[config.mk]
export PLATFORM = sky130hd
export DESIGN_NAME = tvb_queue
export DESIGN_NICKNAME = d
export VERILOG_FILES = /design/src/rtl/tvb_pkg.sv /design/src/rtl/tvb_queue.sv
export SDC_FILE = /design/constraint.sdc
export NUM_CORES = 1
export LEC_CHECK = 0
export ABC_AREA = 1
export ABC_CLOCK_PERIOD_IN_PS = 21100
export BUFFER_PORTS_ARGS = -buffer_cell sky130_fd_sc_hd__buf_2
export CORE_MARGIN = 8
export CORE_UTILIZATION = 45
export DETAILED_ROUTE_END_ITERATION = 10
export GPL_TIMING_DRIVEN = 0
export PLACE_DENSITY = 0.77
export SLEW_MARGIN = 40
export SYNTH_ARGS = -nofsm -noshare
export SYNTH_HDL_FRONTEND = slang
export SYNTH_SLANG_ARGS = --single-unit
[constraint.sdc]
create_clock -name clk -period 21.1 [get_ports clk]
set_input_delay 4.22 -clock clk [delete_from_list [all_inputs] [get_ports clk]]
set_output_delay 4.22 -clock clk [all_outputs]
set_load 0.02 [all_outputs]
[src/rtl/tvb_pkg.sv]
// ----------------------------------------------------------------------------
// tvb_pkg
// Shared types and constants of the transformed vertex bounds block: register
// indexes and reset values, queue sizing, finisher states.
// ----------------------------------------------------------------------------
package tvb_pkg;

	// Fixed field widths
	localparam int AXES            = 3;
	localparam int COEF_FIELD_BITS = 18;
	localparam int GAIN_BITS       = 16;
	localparam int GAIN_FRAC_BITS  = 14;
	localparam int CFG_DATA_BITS   = 3 * COEF_FIELD_BITS;
	localparam int CFG_INDEX_BITS  = 3;

	// Box queue between the accumulator and the finisher
	localparam int QUEUE_DEPTH    = 2;
	localparam int QUEUE_PTR_BITS = 1;

	typedef logic [CFG_INDEX_BITS-1:0] cfg_index_t;

	// Register indexes
	localparam cfg_index_t REG_MATRIX_COL0    = 3'd0;
	localparam cfg_index_t REG_MATRIX_COL1    = 3'd1;
	localparam cfg_index_t REG_MATRIX_COL2    = 3'd2;
	localparam cfg_index_t REG_POSE_X         = 3'd3;
	localparam cfg_index_t REG_POSE_Y         = 3'd4;
	localparam cfg_index_t REG_POSE_Z         = 3'd5;
	localparam cfg_index_t REG_CONTACT_MARGIN = 3'd6;
	localparam cfg_index_t REG_INFLATE_GAIN   = 3'd7;

	// Reset values: identity matrix, unit gain
	localparam logic [CFG_DATA_BITS-1:0] MATRIX_COL0_RESET = 54'h0_0000_0000_4000;
	localparam logic [CFG_DATA_BITS-1:0] MATRIX_COL1_RESET = 54'h0_0001_0000_0000;
	localparam logic [CFG_DATA_BITS-1:0] MATRIX_COL2_RESET = 54'h4_0000_0000_0000;
	localparam logic [GAIN_BITS-1:0]     INFLATE_GAIN_RESET = 16'd16384;

	// Queue status seen by producer and consumer
	typedef struct packed {
		logic not_empty;
		logic full;
	} q_stat_t;

	// Finisher sequence
	typedef enum logic [2:0] {
		BK_IDLE,
		BK_POSE,
		BK_SPREAD,
		BK_SCALE,
		BK_FINISH
	} back_state_t;

endpackage

[src/rtl/tvb_queue.sv]
// ----------------------------------------------------------------------------
// tvb_queue
// Short register queue of finished raw boxes between accumulator and
// finisher.
// ----------------------------------------------------------------------------
module tvb_queue #(
	parameter int WIDTH = 144
) (
	input  logic clk,
	input  logic arst_n,
	input  logic push,
	input  logic [WIDTH-1:0] push_data,
	input  logic pop,
	output logic [WIDTH-1:0] pop_data,
	output tvb_pkg::q_stat_t stat
);

	localparam int CNT_W = tvb_pkg::QUEUE_PTR_BITS + 1;

	logic [WIDTH-1:0] mem_q [tvb_pkg::QUEUE_DEPTH];
	logic [tvb_pkg::QUEUE_PTR_BITS-1:0] wr_ptr_q, rd_ptr_q;
	logic [CNT_W-1:0] count_q;

	assign stat.full      = (count_q == CNT_W'(tvb_pkg::QUEUE_DEPTH));
	assign stat.not_empty = (count_q != '0);
	assign pop_data       = mem_q[rd_ptr_q];

	// Pointers and fill count
	always_ff @(posedge clk or negedge arst_n) begin
		if (!arst_n) begin
			wr_ptr_q <= '0;
			rd_ptr_q <= '0;
			count_q  <= '0;
		end else begin
			if (push) begin
				wr_ptr_q <= wr_ptr_q + 1'b1;
			end
			if (pop) begin
				rd_ptr_q <= rd_ptr_q + 1'b1;
			end
			if (push && !pop) begin
				count_q <= count_q + 1'b1;
			end else if (pop && !push) begin
				count_q <= count_q - 1'b1;
			end
		end
	end

	// Store entries
	always_ff @(posedge clk) begin
		if (push) begin
			mem_q[wr_ptr_q] <= push_data;
		end
	end

endmodule

==> results of run 1 <==
## cells by family after synthesis
family | share of synthesized area
XOR/XNOR | 0.00244
adder cells (fa/ha/maj) | 0.00116
buffers and inverters | 0.0139
flip-flops | 0.811
multiplexers | 0.168
AND/OR/NAND/NOR | 0.00383
## metrics by stage
step | hold slack (ps) | std cells | power (mW)
floorplan | 442 | 473 | 1.27
global placement | 470 | 1085 | 1.48
detailed placement | 468 | 1095 | 1.49
CTS | 488 | 1148 | 1.96
global route | 530 | 1148 | 2.02
finish | 481 | 1149 | 1.93
## worst reg2reg max path, delay by kind of cell (launching register included)
kind	cells	cell delay, ps
and+or+nand+nor	1	160
DFF	1	430
buffers and inverters	2	800
## how the worst max path moves through the flow
stage	from	end	slack, ps	cells past startpoint
floorplan	push	mem_q[0][0]	10170	2
global placement	push	mem_q[0][100]	6490	3
detailed placement	push	mem_q[1][108]	15330	4
CTS	rd_ptr_q	pop_data[86]	14890	5
global route	rd_ptr_q	pop_data[86]	14830	5
finish	rd_ptr_q	pop_data[86]	14940	5
## cell type report
class,count,area (sq um),area share
sequential,292,8750,0.636
multi-input combinational,158,1900,0.138
timing repair buffer,303,1700,0.124
clock buffer,39,763,0.0554
tap,319,399,0.0290
buffer,16,124,0.00900
clock inverter,14,93.8,0.00682
inverter,7,33.8,0.00245
antenna,1,2.50,0.000182
## per-layer routing
layer / vias up / track usage
li1: 2549 / -
met1: 2745 / 0.155
met2: 188 / 0.270
met3: 38 / 0.0466
met4: 4 / 0.0352
met5: - / 0
## registers in the layout, summed over array words and instances (netlist names)
signal	count
wr_ptr_q	1
count_q	2
mem_q	288
rd_ptr_q	1
## report_power, final
group | internal, mW | leakage (nW) | switching, mW | total [mW]
registers | 0.768 | 2.75 | 0.0244 | 0.793
logic | 0.283 | 2.19 | 0.390 | 0.673
clock network | 0.265 | 0.425 | 0.198 | 0.462
total | 1.32 | 5.37 | 0.613 | 1.93
## placed cells by master (no fill, tap or decap)
| cell | netlist | layout |
|---|---|---|
| buf_16 | 0 | 7 |
| buf_2 | 9 | 302 |
| buf_6 | 7 | 7 |
| buf_8 | 0 | 3 |
| bufinv_16 | 0 | 1 |
| clkbuf_1 | 0 | 10 |
| clkbuf_16 | 0 | 29 |
| clkinv_1 | 0 | 4 |
| clkinv_2 | 0 | 8 |
| dfrtp_1 | 4 | 4 |
| diode_2 | 0 | 1 |
| edfxtp_1 | 288 | 288 |
| ha_1 | 1 | 1 |
| inv_1 | 7 | 6 |
| inv_6 | 0 | 1 |
| inv_8 | 0 | 1 |
| mux2_2 | 94 | 94 |
| mux2_4 | 50 | 50 |
| nand2_1 | 6 | 6 |
| nand3_1 | 1 | 1 |
| nand4_1 | 1 | 1 |
| nor2_1 | 2 | 1 |
| nor2_4 | 0 | 1 |
| xnor2_1 | 1 | 1 |
| xor2_1 | 2 | 2 |
==> flow_summary.ini, run 1 <==
[timing]
slew_viol_final = 0
rsz0062_at_grt = false
relSlewSlack = 0.632
skew_ps = 10.5
period_needed_ps = 6160
max_freq_mhz = 162
setup_tns_ps = 0
hold_viol = 0
finalWorstSetupSlack_ps = 14940
worstMarginPinSlew_ps = 552
finalSetupViolations = 0
period_share = 0.292

[placed_design]
placed_cell_area_sq_um = 12900
place.detailed.hpwl_mm = 15.9
portBuffers = 293
gp_congestion = 0.751
post-place-ws_ps = 15330

[final_layout]
final_core_util = 0.586
syn_to_final_growth_pct = 27.6
fin_area_sq_um = 13800
fillers = 1764
drive_gt1_frac = 0.608
final_nets = 956

[route]
firstDrtPassIters = 4
wl_met2_mm = 11.8
wl_met1_mm = 8.01
ant_nets = 0
vias = 5524
drtIter0Drc = 289
vias_per_cell = 4.81
top_layer_used = met5
wire_per_inst_um = 19.3
drc = 0
drt_wl_total_mm = 22.2
dr_wl_met3_mm = 1.97

[floorplan]
num_rows = 56
die_h_um = 171
die_area_sq_um = 29200
fp.coreArea_sq_um = 23500
ios = 294
start_util = 0.460
die_w_um = 171

[clock_network]
cts.htree.levels = 1
clock-sinks = 292
hold_buffers = 0
cts_buffers = 29
cts_resized = 0
clk_path_buf_depth = 3
cts_setup_buffers = 0
clk_latency_ps = 530
path_clk_slew_ps = 60
root_buffer = clkbuf_16
cts_tree = built

[hold_path]
hp-start = count_q[1]
hold_depth = 2
min_to = count_q[1]
hold_class = reg2reg

[critical_path]
cp_slowest_cell = dfrtp_1
reg2reg_from = wr_ptr_q
critical_path.cell_chain = buf_6, buf_6, buf_6, mux2_4, buf_2
critPathTopFamily = buffers and inverters
critPathKind = reg2out
cp_max_fo = 10
rrSetupSlack_ps = 19270
critPathLaunchType = flip-flop
crit_buf_inv = 4
worstReg2RegEnd = mem_q[1][104]
cp.arrival_ps = 1940
cp_common_cell = buf_6
crit_required_ps = 16880
cp-end-kind = output pin
critPathMaxStageDelay_ps = 340
reg2reg_depth = 3

[synthesis]
synth_seq_area_share = 0.811
netlist_area_sq_um = 10800
async_flop_share = 0.0137
synth_top_cells_by_count = 288 x edfxtp_1, 94 x mux2_2, 50 x mux2_4
ys_ff_latch = 292
synth_edf_count = 288
mappedNetlistNets = 622
ys_top_cells_by_area = edfxtp_1 80%, mux2_2 9.8%, mux2_4 7.0%, dfrtp_1 0.93%, buf_6 0.73%
synth_cell_type_count = 14
ys_warn_count = 0
yosysMostFrequentCell = edfxtp_1
synthFlopType = edfxtp_1
synth_top_area_cell = edfxtp_1
synth_top_area_share = 0.802
synth_cells = 473
avgSynthCellArea_sq_um = 22.8

[power_and_ir_drop]
irDropWorstVdd_v = 0.0000908
total_leakage_power_nw = 5.37
p_per_area_nw_per_um2 = 140

[global_routing]
grt_overflow = 0
grt_usage = 0.144
grt_max_degree = 74
grt_pass1_wl_mm = 32.5
grt_antenna_before_repair = 2
grt_pass1_vias = 5970

[status]
status = completed

[run]
maxCapViolCount = 0
Power figures use the tool's default switching activity.
==> run 2: changes to the inputs <==
- ABC_AREA: 1 -> 0
- ABC_CLOCK_PERIOD_IN_PS: 21100 -> 6400
- clock period: 21.1 -> 6.4 ns (I/O delays scaled with it)
==> flow_summary.ini, run 2 <==
[status]
status = completed

[floorplan]
start_util = 0.459
die_w_um = 171
num_rows = 56
fp.coreArea_sq_um = 23500
ios = 294
die_h_um = 171
die_area_sq_um = 29100

[hold_path]
hp-start = count_q[1]
min_to = count_q[1]
hold_depth = 1
hold_class = reg2reg

[synthesis]
synth_top_cells_by_count = 288 x edfxtp_1, 94 x mux2_2, 50 x mux2_4
ys_ff_latch = 292
netlist_area_sq_um = 10800
ys_top_cells_by_area = edfxtp_1 80%, mux2_2 9.8%, mux2_4 7.0%, dfrtp_1 0.93%, buf_6 0.73%
avgSynthCellArea_sq_um = 23.2
ys_warn_count = 0
synth_top_area_share = 0.803
synth_seq_area_share = 0.812
synth_cell_type_count = 14
async_flop_share = 0.0137
synth_top_area_cell = edfxtp_1
synth_edf_count = 288
mappedNetlistNets = 613
synthFlopType = edfxtp_1
synth_cells = 464
yosysMostFrequentCell = edfxtp_1

[clock_network]
cts_tree = built
cts_buffers = 30
clk_latency_ps = 540
path_clk_slew_ps = 60
cts_resized = 0
clk_path_buf_depth = 3
cts_setup_buffers = 0
clock-sinks = 292
cts.htree.levels = 1
root_buffer = clkbuf_16
hold_buffers = 0

[power_and_ir_drop]
total_leakage_power_nw = 5.40
p_per_area_nw_per_um2 = 467
irDropWorstVdd_v = 0.000280
report.power.total_mw = 6.49

[timing]
period_share = 0.502
relSlewSlack = 0.627
max_freq_mhz = 311
finalSetupViolations = 0
period_needed_ps = 3220
slew_viol_final = 0
worstMarginPinSlew_ps = 559
hold_viol = 0
rsz0062_at_grt = false
skew_ps = 13.0

[critical_path]
critPathKind = reg2out
reg2reg_depth = 4
rrSetupSlack_ps = 4580
critPathMaxStageDelay_ps = 340
reg2reg_from = wr_ptr_q
cp.arrival_ps = 1940
crit_required_ps = 5120
worstReg2RegEnd = mem_q[0][81]
critical_path.cell_chain = buf_6, buf_6, buf_6, mux2_4, buf_2
cp_common_cell = buf_6
crit_path_start = rd_ptr_q
cp-end-kind = output pin
critPathLaunchType = flip-flop
cp_slowest_cell = dfrtp_1
cp_max_fo = 10

[route]
drt_wl_total_mm = 22.5
wire_per_inst_um = 19.6
drc = 0
drtIter0Drc = 332
firstDrtPassIters = 4
vias_per_cell = 4.78
vias = 5491
ant_nets = 0

[final_layout]
syn_to_final_growth_pct = 28.9
final_core_util = 0.591
largest-register = mem_q
reg_top3 = mem_q x288, count_q x2
layout_common_cells = 302 x buf_2, 288 x edfxtp_1, 94 x mux2_2
largest_reg_flops = 288
final_nets = 951
layout_commonest_cell = buf_2
drive_gt1_frac = 0.616

[placed_design]
place.detailed.hpwl_mm = 16.6
gp_congestion = 0.768
portBuffers = 293

[global_routing]
grt_pass1_wl_mm = 32.9
grt_max_degree = 41
grt_overflow = 0
grt_antenna_before_repair = 9
grt_usage = 0.148
grt_pass1_vias = 5918

[run]
maxCapViolCount = 0
## run 2: critical path, delay by kind of cell, from the launching register on
family | cells | cell delay (ps)
DFF | 1 | 340
muxes | 1 | 320
buffers and inverters | 4 | 730
## run 2: logic make-up (layout without fill, tap and decap cells)
logic type / Yosys count / after routing / share of synthesized area
buffers and inverters: 17 / 378 / 0.0118
AND/OR/NAND/NOR: 5 / 5 / 0.00267
other: 0 / 4 / 0
XOR/XNOR: 5 / 5 / 0.00407
adder cells (fa/ha/maj): 1 / 1 / 0.00116
flip-flops: 292 / 292 / 0.812
multiplexers: 144 / 144 / 0.168
## run 2: power breakdown
| group | switching (mW) | internal, mW | total [mW] | leakage, nW |
|---|---|---|---|---|
| clock | 0.671 | 0.963 | 1.63 | 0.458 |
| combinational | 1.28 | 0.952 | 2.24 | 2.19 |
| sequential | 0.0835 | 2.53 | 2.62 | 2.75 |
## run 2: metrics by stage
stage,TNS (ps),setup WS (ps),cells,instance area [sq um],hold WS [ps]
final,0,3180,1148,13900,501
after global routing,0,3110,1148,13900,509
after CTS,0,3120,1144,13900,499
after detailed placement,0,3520,1089,12900,496
after global placement,-311370,-1400,1076,12600,469
after floorplan,0,929,464,10800,447
## run 2: how the worst max path moves through the flow
stage                     cells after the start  slack, ps             to
after detailed placement                      5       3520   mem_q[0][77]
after floorplan                               1        930    mem_q[0][0]
after CTS                                     5       3120   pop_data[85]
after global routing                          5       3110   pop_data[85]
final                                         5       3180   pop_data[85]
after global placement                        2      -1400  mem_q[0][102]
## run 2: area by class of cell
| class | count | area [sq um] |
|---|---|---|
| antenna | 4 | 10.0 |
| buffer | 16 | 124 |
| clock buffer | 39 | 806 |
| clock inverter | 16 | 130 |
| fill | 1755 | 9590 |
| inverter | 1 | 3.75 |
| multi-input combinational | 155 | 1900 |
| sequential | 292 | 8750 |
| tap | 319 | 399 |
| timing repair buffer | 306 | 1760 |
## run 2: routing by layer
metal	track usage	share of wire	vias to the layer above	wire, um
met1	0.159	0.36	2687	8070
met2	0.261	0.51	214	11500
met5	0	0.0023	-	52
met4	0.0481	0.026	10	595
li1	-	-	2528	-
met3	0.0592	0.10	52	2340
